`src/sv/ula_pkg.sv`:
```
// Shared constants, widths and register codes for the ultrasonic level averager.
// No dependencies; compiled before every other file.
`default_nettype none

package ula_pkg;

	localparam int RING_DEPTH_DEF = 10;

	localparam int ECHO_W     = 20;
	localparam int DIST_W     = 21;
	localparam int LEVEL_W    = 17;
	localparam int COUNT_W    = 4;
	localparam int CFG_W      = 20;
	localparam int CFG_IDX_W  = 2;
	localparam int DISTCFG_W  = 20;
	localparam int CAP_W      = 16;

	localparam int DIST_MUL_W = 11;
	localparam int DIST_SHIFT = 10;
	localparam int SCALE_W    = ECHO_W + DIST_MUL_W;
	localparam logic [DIST_MUL_W-1:0] DIST_MUL = 11'd1755;

	// divider: dividend as wide as (mean - empty) * capacity, divisor as wide as |full - empty|
	localparam int NUM_W = DIST_W + CAP_W;
	localparam int DVS_W = DISTCFG_W;

	localparam logic [DISTCFG_W-1:0] FULL_RST  = 20'd1280;
	localparam logic [DISTCFG_W-1:0] EMPTY_RST = 20'd11776;
	localparam logic [CAP_W-1:0]     CAP_RST   = 16'd776;

	localparam logic signed [LEVEL_W-1:0] LEVEL_NONE = '1;

	typedef enum logic [CFG_IDX_W-1:0] {
		REG_FULL  = 2'd0,
		REG_EMPTY = 2'd1,
		REG_CAP   = 2'd2
	} reg_idx_t;

endpackage

`default_nettype wire

```
`src/sv/ula_ifs.sv`:
```
// Stream interfaces: echo width samples in, tank level results out.
// Depends on ula_pkg for field widths.
`default_nettype none

interface ula_echo_if import ula_pkg::*; ();
	logic              valid;
	logic              ready;
	logic [ECHO_W-1:0] echo_us;

	modport source (output valid, output echo_us, input ready);
	modport sink (input valid, input echo_us, output ready);
endinterface

interface ula_level_if import ula_pkg::*; ();
	logic                      valid;
	logic                      ready;
	logic signed [LEVEL_W-1:0] level_gallons;
	logic [DIST_W-1:0]         mean_distance_q8;
	logic [COUNT_W-1:0]        valid_count;

	modport source (output valid, output level_gallons, output mean_distance_q8,
		output valid_count, input ready);
	modport sink (input valid, input level_gallons, input mean_distance_q8,
		input valid_count, output ready);
endinterface

`default_nettype wire

```
`src/sv/ula_ram.sv`:
```
// Generic simple dual-port RAM, one write port and one registered read port.
// No dependencies.
`default_nettype none

module ula_ram #(
	parameter int WIDTH = 8,
	parameter int DEPTH = 16
) (
	input  logic                                    clk,
	input  logic                                    we,
	input  logic [(DEPTH > 1 ? $clog2(DEPTH) : 1)-1:0] waddr,
	input  logic [WIDTH-1:0]                        wdata,
	input  logic                                    re,
	input  logic [(DEPTH > 1 ? $clog2(DEPTH) : 1)-1:0] raddr,
	output logic [WIDTH-1:0]                        rdata
);

	logic [WIDTH-1:0] mem [DEPTH];
	logic [WIDTH-1:0] rdata_q;

	always_ff @(posedge clk) begin
		if (we) begin
			mem[waddr] <= wdata;
		end
		if (re) begin
			rdata_q <= mem[raddr];
		end
	end

	assign rdata = rdata_q;

endmodule

`default_nettype wire

```
`src/sv/ultrasonic_level_averager.sv`:
```
// Ultrasonic tank level averager: echo width to distance, ring average, level mapping.
// Depends on ula_pkg, ula_echo_if, ula_level_if and ula_ram.
//
// Usage:
//   echo  : one transaction per echo width in microseconds (zero = no echo).
//   level : one transaction per echo: level in gallons (-1 when unknown or below
//           empty), mean distance of the nonzero samples in 1/256 inch and their count.
//   cfg   : cfg_we/cfg_index/cfg_data write full distance, empty distance and
//           capacity; write only while no transaction is in flight.
// An accepted echo is scaled, written to the ring, summed, divided to the mean, then
// mapped and divided to the level; both divisions are skipped when no sample is valid,
// the second also when the level is settled without it. The ring is summed one RAM
// read a cycle, and one restoring divider, one quotient bit a cycle, serves both in turn.
// echo.ready is high only while the block is idle with no finished result held back:
// one echo at a time; the next is not taken before the current result is finished.
// A finished result sits in an output register; the next echo is accepted while it
// waits, and the block holds its next result until level.ready takes the first.
// Reset empties the ring (valid bits cleared), rewinds the write slot, drops any
// pending result and restores the default tank registers.
`default_nettype none

module ultrasonic_level_averager import ula_pkg::*; #(
	parameter int RING_DEPTH = RING_DEPTH_DEF
) (
	input  logic                 clk,
	input  logic                 arst_n,
	input  logic                 cfg_we,
	input  logic [CFG_IDX_W-1:0] cfg_index,
	input  logic [CFG_W-1:0]     cfg_data,
	ula_echo_if.sink             echo,
	ula_level_if.source          level
);

	localparam int IDX_W  = (RING_DEPTH > 1) ? $clog2(RING_DEPTH) : 1;
	localparam int CNT_W  = $clog2(RING_DEPTH + 1);
	localparam int SUM_W  = DIST_W + CNT_W;
	localparam int STEP_W = $clog2(NUM_W + 1);

	typedef enum logic [9:0] {
		S_IDLE  = 10'b0000000001,
		S_SCALE = 10'b0000000010,
		S_WRITE = 10'b0000000100,
		S_SUM   = 10'b0000001000,
		S_LOAD1 = 10'b0000010000,
		S_DIV1  = 10'b0000100000,
		S_DIFF  = 10'b0001000000,
		S_MUL   = 10'b0010000000,
		S_LOAD2 = 10'b0100000000,
		S_DIV2  = 10'b1000000000
	} state_t;

	state_t state_q;

	logic [DISTCFG_W-1:0] full_q;
	logic [DISTCFG_W-1:0] empty_q;
	logic [CAP_W-1:0]     cap_q;

	logic [IDX_W-1:0]      slot_q;
	logic [RING_DEPTH-1:0] vbits_q;
	logic [CNT_W-1:0]      idx_q;
	logic [STEP_W-1:0]     steps_q;
	logic                  rd_vld_s1;
	logic                  vbit_s1;
	logic                  out_vld_q;
	logic                  done_q;

	logic [ECHO_W-1:0]         echo_q;
	logic [DIST_W-1:0]         dist_q;
	logic [SUM_W-1:0]          sum_q;
	logic [CNT_W-1:0]          cnt_q;
	logic [DVS_W-1:0]          rem_q;
	logic [NUM_W-1:0]          quo_q;
	logic [DVS_W-1:0]          dvs_q;
	logic [DIST_W-1:0]         mean_q;
	logic [DIST_W-1:0]         mag_q;
	logic                      num_neg_q;
	logic [NUM_W-1:0]          prod_q;
	logic signed [LEVEL_W-1:0] level_q;

	logic signed [LEVEL_W-1:0] out_level_q;
	logic [DIST_W-1:0]         out_mean_q;
	logic [COUNT_W-1:0]        out_count_q;

	logic [SCALE_W-1:0] dist_prod;
	logic               ram_we;
	logic               ram_re;
	logic [DIST_W-1:0]  ram_rdata;
	logic               sum_last;
	logic               acc_en;
	logic [DVS_W:0]     shl;
	logic [DVS_W+1:0]   trial;
	logic               q_bit;
	logic [DVS_W-1:0]   rem_nx;
	logic [NUM_W-1:0]   quo_nx;
	logic [DIST_W:0]    mean_diff;
	logic [DIST_W-1:0]  mean_mag;
	logic [DISTCFG_W:0] den;
	logic               den_neg;
	logic [DVS_W-1:0]   den_abs;
	logic [NUM_W-1:0]   map_prod;
	logic               out_free;
	logic               div_last;

	assign dist_prod = SCALE_W'(echo_q) * SCALE_W'(DIST_MUL);
	assign sum_last  = (idx_q == CNT_W'(RING_DEPTH));
	assign ram_we    = (state_q == S_WRITE);
	assign ram_re    = (state_q == S_SUM) && !sum_last;
	assign acc_en    = rd_vld_s1 && vbit_s1 && (ram_rdata != '0);

	ula_ram #(
		.WIDTH (DIST_W),
		.DEPTH (RING_DEPTH)
	) u_ring (
		.clk   (clk),
		.we    (ram_we),
		.waddr (slot_q),
		.wdata (dist_q),
		.re    (ram_re),
		.raddr (idx_q[IDX_W-1:0]),
		.rdata (ram_rdata)
	);

	// one restoring division step
	assign shl    = {rem_q, quo_q[NUM_W-1]};
	assign trial  = {1'b0, shl} - {2'b00, dvs_q};
	assign q_bit  = ~trial[DVS_W+1];
	assign rem_nx = q_bit ? trial[DVS_W-1:0] : shl[DVS_W-1:0];
	assign quo_nx = {quo_q[NUM_W-2:0], q_bit};
	assign div_last = (steps_q == STEP_W'(1));

	assign mean_diff = {1'b0, quo_q[DIST_W-1:0]} - {2'b00, empty_q};
	assign mean_mag  = mean_diff[DIST_W] ? DIST_W'(-mean_diff) : mean_diff[DIST_W-1:0];
	assign den       = {1'b0, full_q} - {1'b0, empty_q};
	assign den_neg   = den[DISTCFG_W];
	assign den_abs   = den_neg ? DVS_W'(-den) : den[DVS_W-1:0];
	assign map_prod  = NUM_W'(mag_q) * NUM_W'(cap_q);

	assign out_free = !out_vld_q || level.ready;

	assign echo.ready             = (state_q == S_IDLE) && !done_q;
	assign level.valid            = out_vld_q;
	assign level.level_gallons    = out_level_q;
	assign level.mean_distance_q8 = out_mean_q;
	assign level.valid_count      = out_count_q;

	always_ff @(posedge clk or negedge arst_n) begin
		if (!arst_n) begin
			state_q   <= S_IDLE;
			full_q    <= FULL_RST;
			empty_q   <= EMPTY_RST;
			cap_q     <= CAP_RST;
			slot_q    <= '0;
			vbits_q   <= '0;
			idx_q     <= '0;
			steps_q   <= '0;
			rd_vld_s1 <= 1'b0;
			out_vld_q <= 1'b0;
			done_q    <= 1'b0;
		end else begin
			if (cfg_we) begin
				unique case (cfg_index)
					REG_FULL:  full_q  <= cfg_data[DISTCFG_W-1:0];
					REG_EMPTY: empty_q <= cfg_data[DISTCFG_W-1:0];
					REG_CAP:   cap_q   <= cfg_data[CAP_W-1:0];
					default: ;
				endcase
			end

			rd_vld_s1 <= ram_re;

			if (done_q && out_free) begin
				out_vld_q <= 1'b1;
				done_q    <= 1'b0;
			end else if (level.ready) begin
				out_vld_q <= 1'b0;
			end

			unique case (state_q)
				S_IDLE: begin
					if (echo.valid && !done_q) begin
						state_q <= S_SCALE;
					end
				end
				S_SCALE: begin
					state_q <= S_WRITE;
				end
				S_WRITE: begin
					vbits_q[slot_q] <= 1'b1;
					slot_q <= (slot_q == IDX_W'(RING_DEPTH - 1)) ? '0 : slot_q + 1'b1;
					idx_q   <= '0;
					state_q <= S_SUM;
				end
				S_SUM: begin
					if (sum_last) begin
						state_q <= S_LOAD1;
					end else begin
						idx_q <= idx_q + 1'b1;
					end
				end
				S_LOAD1: begin
					if (cnt_q == '0) begin
						done_q  <= 1'b1;
						state_q <= S_IDLE;
					end else begin
						steps_q <= STEP_W'(SUM_W);
						state_q <= S_DIV1;
					end
				end
				S_DIV1: begin
					steps_q <= steps_q - 1'b1;
					if (div_last) begin
						state_q <= S_DIFF;
					end
				end
				S_DIFF: begin
					state_q <= S_MUL;
				end
				S_MUL: begin
					state_q <= S_LOAD2;
				end
				S_LOAD2: begin
					if (den_abs == '0 || prod_q == '0 || num_neg_q != den_neg) begin
						done_q  <= 1'b1;
						state_q <= S_IDLE;
					end else begin
						steps_q <= STEP_W'(NUM_W);
						state_q <= S_DIV2;
					end
				end
				S_DIV2: begin
					steps_q <= steps_q - 1'b1;
					if (div_last) begin
						done_q  <= 1'b1;
						state_q <= S_IDLE;
					end
				end
				default: begin
					state_q <= S_IDLE;
				end
			endcase
		end
	end

	always_ff @(posedge clk) begin
		vbit_s1 <= vbits_q[idx_q[IDX_W-1:0]];

		if (state_q == S_IDLE && echo.valid && !done_q) begin
			echo_q <= echo.echo_us;
		end
		if (state_q == S_SCALE) begin
			dist_q <= dist_prod[DIST_SHIFT +: DIST_W];
		end
		if (state_q == S_WRITE) begin
			sum_q <= '0;
			cnt_q <= '0;
		end else if (acc_en) begin
			sum_q <= sum_q + SUM_W'(ram_rdata);
			cnt_q <= cnt_q + 1'b1;
		end

		if (state_q == S_LOAD1) begin
			mean_q  <= '0;
			level_q <= LEVEL_NONE;
			rem_q   <= '0;
			quo_q   <= NUM_W'(sum_q) << (NUM_W - SUM_W);
			dvs_q   <= DVS_W'(cnt_q);
		end
		if (state_q == S_DIV1 || state_q == S_DIV2) begin
			rem_q <= rem_nx;
			quo_q <= quo_nx;
		end
		if (state_q == S_DIFF) begin
			mean_q    <= quo_q[DIST_W-1:0];
			mag_q     <= mean_mag;
			num_neg_q <= mean_diff[DIST_W];
		end
		if (state_q == S_MUL) begin
			prod_q <= map_prod;
		end
		if (state_q == S_LOAD2) begin
			if (den_abs == '0) begin
				level_q <= LEVEL_NONE;
			end else if (prod_q == '0) begin
				level_q <= '0;
			end else begin
				level_q <= LEVEL_NONE;
			end
			rem_q <= '0;
			quo_q <= prod_q;
			dvs_q <= den_abs;
		end
		if (state_q == S_DIV2 && div_last) begin
			if (quo_nx > NUM_W'(cap_q)) begin
				level_q <= {1'b0, cap_q};
			end else begin
				level_q <= {1'b0, quo_nx[CAP_W-1:0]};
			end
		end

		if (done_q && out_free) begin
			out_level_q <= level_q;
			out_mean_q  <= mean_q;
			out_count_q <= COUNT_W'(cnt_q);
		end
	end

endmodule

`default_nettype wire
```
`src/flat_wrapper.sv`:
```
// flat-port wrapper written by rule: the top's interface ports become plain ports
module ultrasonic_level_averager_flat import ula_pkg::*;
#(
	parameter int RING_DEPTH = RING_DEPTH_DEF
)
  (clk, arst_n, cfg_we, cfg_index, cfg_data, echo_valid, echo_echo_us, echo_ready, level_valid, level_level_gallons, level_mean_distance_q8, level_valid_count, level_ready);
  ula_echo_if echo_i ();
  ula_level_if level_i ();
  input  logic clk;
  input  logic arst_n;
  input  logic cfg_we;
  input  logic [CFG_IDX_W-1:0] cfg_index;
  input  logic [CFG_W-1:0] cfg_data;
  input wire logic [$bits(echo_i.valid)-1:0] echo_valid;
  input wire logic [$bits(echo_i.echo_us)-1:0] echo_echo_us;
  output wire logic [$bits(echo_i.ready)-1:0] echo_ready;
  output wire logic [$bits(level_i.valid)-1:0] level_valid;
  output wire logic [$bits(level_i.level_gallons)-1:0] level_level_gallons;
  output wire logic [$bits(level_i.mean_distance_q8)-1:0] level_mean_distance_q8;
  output wire logic [$bits(level_i.valid_count)-1:0] level_valid_count;
  input wire logic [$bits(level_i.ready)-1:0] level_ready;
  assign echo_i.valid = echo_valid;
  assign echo_i.echo_us = echo_echo_us;
  assign echo_ready = echo_i.ready;
  assign level_valid = level_i.valid;
  assign level_level_gallons = level_i.level_gallons;
  assign level_mean_distance_q8 = level_i.mean_distance_q8;
  assign level_valid_count = level_i.valid_count;
  assign level_i.ready = level_ready;
  ultrasonic_level_averager #(.RING_DEPTH(RING_DEPTH)) u_core (.clk(clk), .arst_n(arst_n), .cfg_we(cfg_we), .cfg_index(cfg_index), .cfg_data(cfg_data), .echo(echo_i), .level(level_i));
endmodule
```
`config.mk`:
```
export PLATFORM = sky130hd
export DESIGN_NAME = ultrasonic_level_averager_flat
export DESIGN_NICKNAME = d
export VERILOG_FILES = /design/src/sv/ula_pkg.sv /design/src/sv/ula_ifs.sv /design/src/sv/ula_ram.sv /design/src/sv/ultrasonic_level_averager.sv /design/src/flat_wrapper.sv
export SDC_FILE = /design/constraint.sdc
export NUM_CORES = 2
export LEC_CHECK = 0
export BUFFER_PORTS_ARGS = -buffer_cell sky130_fd_sc_hd__buf_2
export CAP_MARGIN = 5
export CORE_UTILIZATION = 25
export DETAILED_ROUTE_END_ITERATION = 10
export PLACE_DENSITY = 0.4
export SETUP_SLACK_MARGIN = 0.5
export SLEW_MARGIN = 5
export SYNTH_ARGS = -nofsm -noshare
export SYNTH_HDL_FRONTEND = slang
export SYNTH_SLANG_ARGS = --single-unit
```
`constraint.sdc`:
```
create_clock -name clk -period 8.8 [get_ports clk]
set_input_delay 1.32 -clock clk [delete_from_list [all_inputs] [get_ports clk]]
set_output_delay 1.32 -clock clk [all_outputs]
set_load 0.05 [all_outputs]
```
-- After elaboration in Yosys (flattened, before gate mapping)
Memory sizes are Yosys's and may differ from the RTL's. A register that Yosys moved wholly into a read port is not among the register bits.
Index checks and enable logic that the tools add are counted.
- bits in registers: 380
- RAM bits: 210
- input bits: 47
- word-level logic and storage cells: 150
- memories kept: 1
- memories (name ; depth ; width ; rd ports ; clocked after Yosys merged registers in ; wr ports ; line ; RTL):
    u_core.u_ring.mem ; 10 ; 21 ; 1 ; 1 ; 1 ; ula_ram.sv:18 ; logic [WIDTH-1:0] mem [DEPTH];
- $add $sub $neg: 10
- multipliers: 2
- $lt $le $gt $ge: 4
- equal/unequal tests: 23
- muxes and demuxes: 44
- bitwise operators: 2
- reduce and logical (&&, ||, !) cells: 37
- operators with widths (cell ; number):
    20-bit two-way mux ; 6
    37-bit two-way mux ; 3
    10-bit one-hot mux with 10 select lines ; 1
    17-bit two-way mux ; 5
    21-bit two-way mux ; 3
    10-bit two-way mux ; 5
    21-bit by 20-bit subtractor with 22-bit output ; 2
    37-bit by 16-bit > comparator with 1-bit output ; 1
    37-bit zero test ; 1
    21-bit by 16-bit multiplier with 37-bit output ; 1
    20-bit by 11-bit multiplier with 31-bit output, second input constant ; 1
    25-bit by 21-bit adder with 25-bit output ; 1
    21-bit negator ; 1
    21-bit nonzero test ; 1
    20-bit by 20-bit subtractor with 21-bit output ; 1
    20-bit zero test ; 1
    20-bit negator ; 1
    6-bit two-way mux ; 3
    6-bit one-hot mux with 3 select lines ; 1
    16-bit two-way mux ; 1
    4-bit by 1-bit adder with 4-bit output, second input constant ; 3
    10-bit by 1-bit equality test with 1-bit output, second input constant ; 1
    10-bit equality test, second input constant ; 1
    10-bit by 2-bit equality test with 1-bit output, second input constant ; 1
    other kinds (36) ; 76

-- Logic depth before layout (Yosys ltp)
- word-level depth: 8
- depth in mapped cells: 27
- depth with buffers taken out: 26

-- Hierarchy
From an unflattened synthesis, not the netlist that was laid out.
- cells, all modules: 3915
- area total of the unflattened synthesis: 43513.0 um^2
- modules (own cells, without submodules) (module ; times used ; cells each ; area each (um^2) ; sequential area each (um^2)):
    ultrasonic_level_averager ; 1 ; 3450 ; 34600.7 ; 10457.5
    ula_ram ; 1 ; 465 ; 8912.3 ; 6936.7

-- Worst setup path after synthesis
No wires, ideal clock.
- path type: flip-flop to flip-flop
- start point: register u_core.cap_q[9]
- end point: register u_core.prod_q[35], data pin
- setup time: 0.258 ns
- arrival: 6.507 ns
- required time: 8.542 ns
- path slack: 2.036 ns
- cell stages (with the launch flop): 25
- cells stage by stage: dfstp_2 -> clkbuf_1 -> nand2_1 -> fa_1 -> inv_1 -> fa_1 -> fa_1 -> fa_1 -> fa_1 -> inv_1 -> fa_1 -> inv_1 -> ha_1 -> a21o_1 -> a21oi_1 -> and2_1 -> a31o_2 -> a31o_2 -> a221oi_1 -> o31ai_1 -> o21ai_0 -> o41ai_1 -> o21ai_0 -> a21oi_1 -> xnor2_1
- cells in the longest elaborated chain, start to end: 1
- RTL lines (element ; line ; RTL):
    start, declared ; ultrasonic_level_averager.sv:56 ; logic [CAP_W-1:0] cap_q;
    start signal, assigned ; ultrasonic_level_averager.sv:164 ; REG_CAP: cap_q <= cfg_data[CAP_W-1:0];
    21-bit by 16-bit multiplier with 37-bit output ; ultrasonic_level_averager.sv:136 ; assign map_prod = NUM_W'(mag_q) * NUM_W'(cap_q);
    via u_core.map_prod[35] ; ultrasonic_level_averager.sv:100 ; logic [NUM_W-1:0] map_prod;
    end signal, assigned ; ultrasonic_level_averager.sv:278 ; prod_q <= map_prod;
    end, declared ; ultrasonic_level_averager.sv:77 ; logic [NUM_W-1:0] prod_q;
The timed path passes the listed nets, and every way through them passes these cells.
A chain may end at the register's enable or synchronous reset.

-- Worst setup path in the final report
- start point: register u_core.cap_q[1]
- end point: register u_core.prod_q[35], data pin
The elaborated chain is that of the path after synthesis.

==> flow_summary.json <==
{
  "status": "completed",
  "drive_gt1_frac": 0.1134,
  "ys_seq_elements": 611,
  "r2r_slack_ns": 0.90,
  "end_kind": "register",
  "mostFrequentLayoutCells": "inv_1 (561), edfxtp_1 (468), fa_1 (367)",
  "grt_pass1_vias": 29130,
  "whs_path_depth": 0,
  "worstSetupStartpointType": "register",
  "critPathMaxFanout": 15,
  "yosysSeqAreaShare": 0.4015,
  "skew_ns": 0.03089,
  "synth_compound_gate_area_share": 0.08597,
  "setup_viol": 0,
  "dieHeight_um": 418.3,
  "avgSynthCellArea_sq_um": 11.24,
  "synth-edff-count": 468,
  "core_region_area_sq_mm": 0.1719,
  "synth.distinct_cells": 96,
  "wirelength_um": 118700,
  "ys_warn_count": 0,
  "drt_iter0_drc": 1593,
  "dr.pass1.iters": 5,
  "mostFrequentLayoutCell": "inv_1",
  "grt_antenna_before_repair": 1,
  "slew_viol_final": 0,
  "fin_cells": 6313,
  "clock_sinks": 611,
  "postCtsSetupBuffers": 0,
  "area_delta_synth_final_pct": 13.14,
  "synthFlopType": "edfxtp_1",
  "critPathKind": "reg -> reg",
  "r2r-end": "u_core.prod_q[35]",
  "period_share": 0.8972,
  "layout_setup_ws_ns": 0.9043,
  "ant_nets": 0,
  "ioPinCount": 91,
  "dpl-instance-area_sq_mm": 0.04667,
  "synth_area_sq_mm": 0.04333,
  "dieWidth_um": 418.3,
  "dp.cells": 6178,
  "synthAdderAreaFrac": 0.2536,
  "period_needed_ns": 7.896,
  "dp_hpwl_um": 89370,
  "grt_usage": 0.1378,
  "drc": 0,
  "path_clk_slew_ns": 0.06,
  "setup_tns_ns": 0,
  "hold_start": "u_core.level_q[14]",
  "wl_per_cell_um": 18.80,
  "fin_area_sq_mm": 0.04902,
  "async_flop_share": 0.1522,
  "die_area_sq_mm": 0.1750,
  "cts_root_buf": "clkbuf_16",
  "cts_tree": "yes",
  "viasPerCell": 4.380,
  "cts_buffers": 74,
  "rows": 152,
  "tightestPinTransition_ns": 1.029,
  "synth_cells": 3854,
  "cts_buffer_depth": 3,
  "cts-hold-fix-buffers": 0,
  "max_cap_violations": 0,
  "slew_headroom": 0.3131,
  "n_antenna_cell": 0,
  "synth_top_family_by_area": "adder cells",
  "port_buffers": 90,
  "via_count": 27650,
  "gp_congestion": 0.7947,
  "synth_xor_area_frac": 0.03009,
  "syn_nets": 4559,
  "hold_end": "u_core.level.level_gallons[14]",
  "synth.mux.area_fraction": 0.04805,
  "hp-class": "reg -> reg",
  "place_ws_ns": 0.8317,
  "initial_core_util": 0.2520,
  "htreeDepth": 3,
  "synthSimpleGateAreaFrac": 0.1194,
  "grt_first_pass_wirelength_um": 182800,
  "final_nets": 4649,
  "fmax_ghz": 0.1267,
  "grt_overflow_total": 0,
  "reg2reg_from": "u_core.cap_q[1]",
  "finalHoldViolCount": 0,
  "worst_ep_required_time_ns": 9.21,
  "cp.arrival_ns": 8.31,
  "worstRegToRegCells": 26,
  "clk_latency_ns": 0.68,
  "rsz0062_at_grt": "no",
  "grt_max_degree": 57
}
==> sequential cells by signal, indices dropped and copies added (netlist names), 21 cells and up <==
signal and flops:
u_core.mean_q 21, u_core.quo_q 37, u_core.prod_q 37, u_core.sum_q 25
u_core.mag_q 21, u_core.u_ring.rdata 21, u_core.dist_q 21, u_core.u_ring.mem 210
u_core.level.mean_distance_q8 21
==> logic make-up (layout without fill, tap and decap cells) <==
logic type               Yosys count  in the layout
flip-flops                       611            611
adder cells (fa/ha/maj)          658            658
AO/OA/AOI/OAI                    562            562
buffers and inverters            700            849
multiplexers                     146            146
XOR/XNOR                         148            148
AND/OR/NAND/NOR                 1029           1029
==> through the flow <==
| stage | hold WS, ns | utilization |
|---|---|---|
| global placement | 0.4028 | 0.2714 |
| floorplan | 0.4003 | - |
| finish | 0.4163 | 0.2851 |
| detailed placement | 0.4045 | 0.2714 |
| CTS | 0.4182 | 0.2851 |
| global route | 0.4238 | 0.2851 |
==> worst max-delay path by stage <==
stage | start | endpoint | slack (ns) | cells after the start
CTS | u_core.cap_q[9] | u_core.prod_q[35] | 0.78 | 24
global route | u_core.mag_q[7] | u_core.prod_q[35] | 0.53 | 24
floorplan | u_core.cap_q[9] | u_core.prod_q[35] | 2.04 | 24
global placement | u_core.mag_q[1] | u_core.prod_q[35] | 0.86 | 23
detailed placement | u_core.cap_q[9] | u_core.prod_q[35] | 0.83 | 24
finish | u_core.cap_q[1] | u_core.prod_q[35] | 0.90 | 26
==> per-layer routing <==
metal  vias up  wire, um  track usage
li1      13300         -            -
met1     13860     53990       0.1798
met2       351     58110       0.2358
met3       140      3640      0.02121
met4         0      2945      0.03657
met5         -         0            0
==> cells in the mapped netlist (8+ instances only) <==
master / count / area, sq um
a22oi_1: 24 / 180.2
a21o_1: 48 / 360.4
dfxtp_1: 50 / 1001
mux2_2: 56 / 630.6
a211oi_1: 37 / 277.8
edfxtp_1: 468 / 14050
a22o_1: 20 / 175.2
o21ai_0: 106 / 530.5
or3_1: 18 / 112.6
dfrtp_1: 83 / 2077
nand2b_1: 28 / 175.2
mux2i_1: 46 / 460.4
nor3_1: 65 / 325.3
buf_1: 12 / 45.04
mux4_2: 44 / 991.0
nand3_1: 35 / 175.2
nor4_1: 33 / 206.5
a21oi_2: 9 / 78.83
xnor2_1: 89 / 779.5
and3_1: 19 / 118.9
o21bai_1: 16 / 120.1
nor3b_1: 8 / 60.06
ha_1: 291 / 3641
xor2_1: 58 / 508.0
and2_1: 172 / 1076
o21a_1: 18 / 135.1
a31oi_1: 21 / 131.4
dfstp_2: 10 / 262.8
nor2_1: 166 / 623.1
clkbuf_1: 120 / 450.4
fa_1: 367 / 7347
nand2_1: 349 / 1310
nor2b_1: 55 / 344.1
o31ai_1: 11 / 82.58
inv_1: 561 / 2106
a21oi_1: 161 / 805.8
nand4_1: 10 / 62.56
or2_2: 23 / 143.9
==> timing repair <==
action	CTS	global route
endpoints found under the setup margin	0	1
hold endpoints to repair	0	0
resized for setup	0	2
==> final cells by class <==
| cell class | count | area (sq um) |
|---|---|---|
| timing repair buffer | 153 | 925.9 |
| fill | 18000 | 122900 |
| clock inverter | 36 | 337.8 |
| clock buffer | 99 | 2007 |
| tap | 2310 | 2890 |
| inverter | 561 | 2106 |
| multi-input combinational | 2543 | 23340 |
| sequential | 611 | 17410 |
==> worst max-delay path: stages (launching register included) <==
cell	delay, ns
dfrtp_1	0.59
buf_4	0.29
and2_1	0.18
fa_1	0.54
inv_1	0.06
fa_1	0.46
fa_1	0.49
inv_1	0.05
fa_1	0.51
fa_1	0.56
inv_1	0.05
fa_1	0.53
inv_1	0.04
ha_1	0.36
a21o_1	0.20
a21oi_1	0.21
and2_1	0.32
a31o_2	0.15
a31o_2	0.17
a221oi_1	0.15
o31ai_1	0.51
o21ai_0	0.30
o41ai_1	0.34
buf_4	0.19
o21ai_0	0.09
a21oi_1	0.18
xnor2_1	0.09
Power is left out: the tool's default activity adds up to more than one toggle a clock period on the data nets, which glitch-free logic cannot reach.
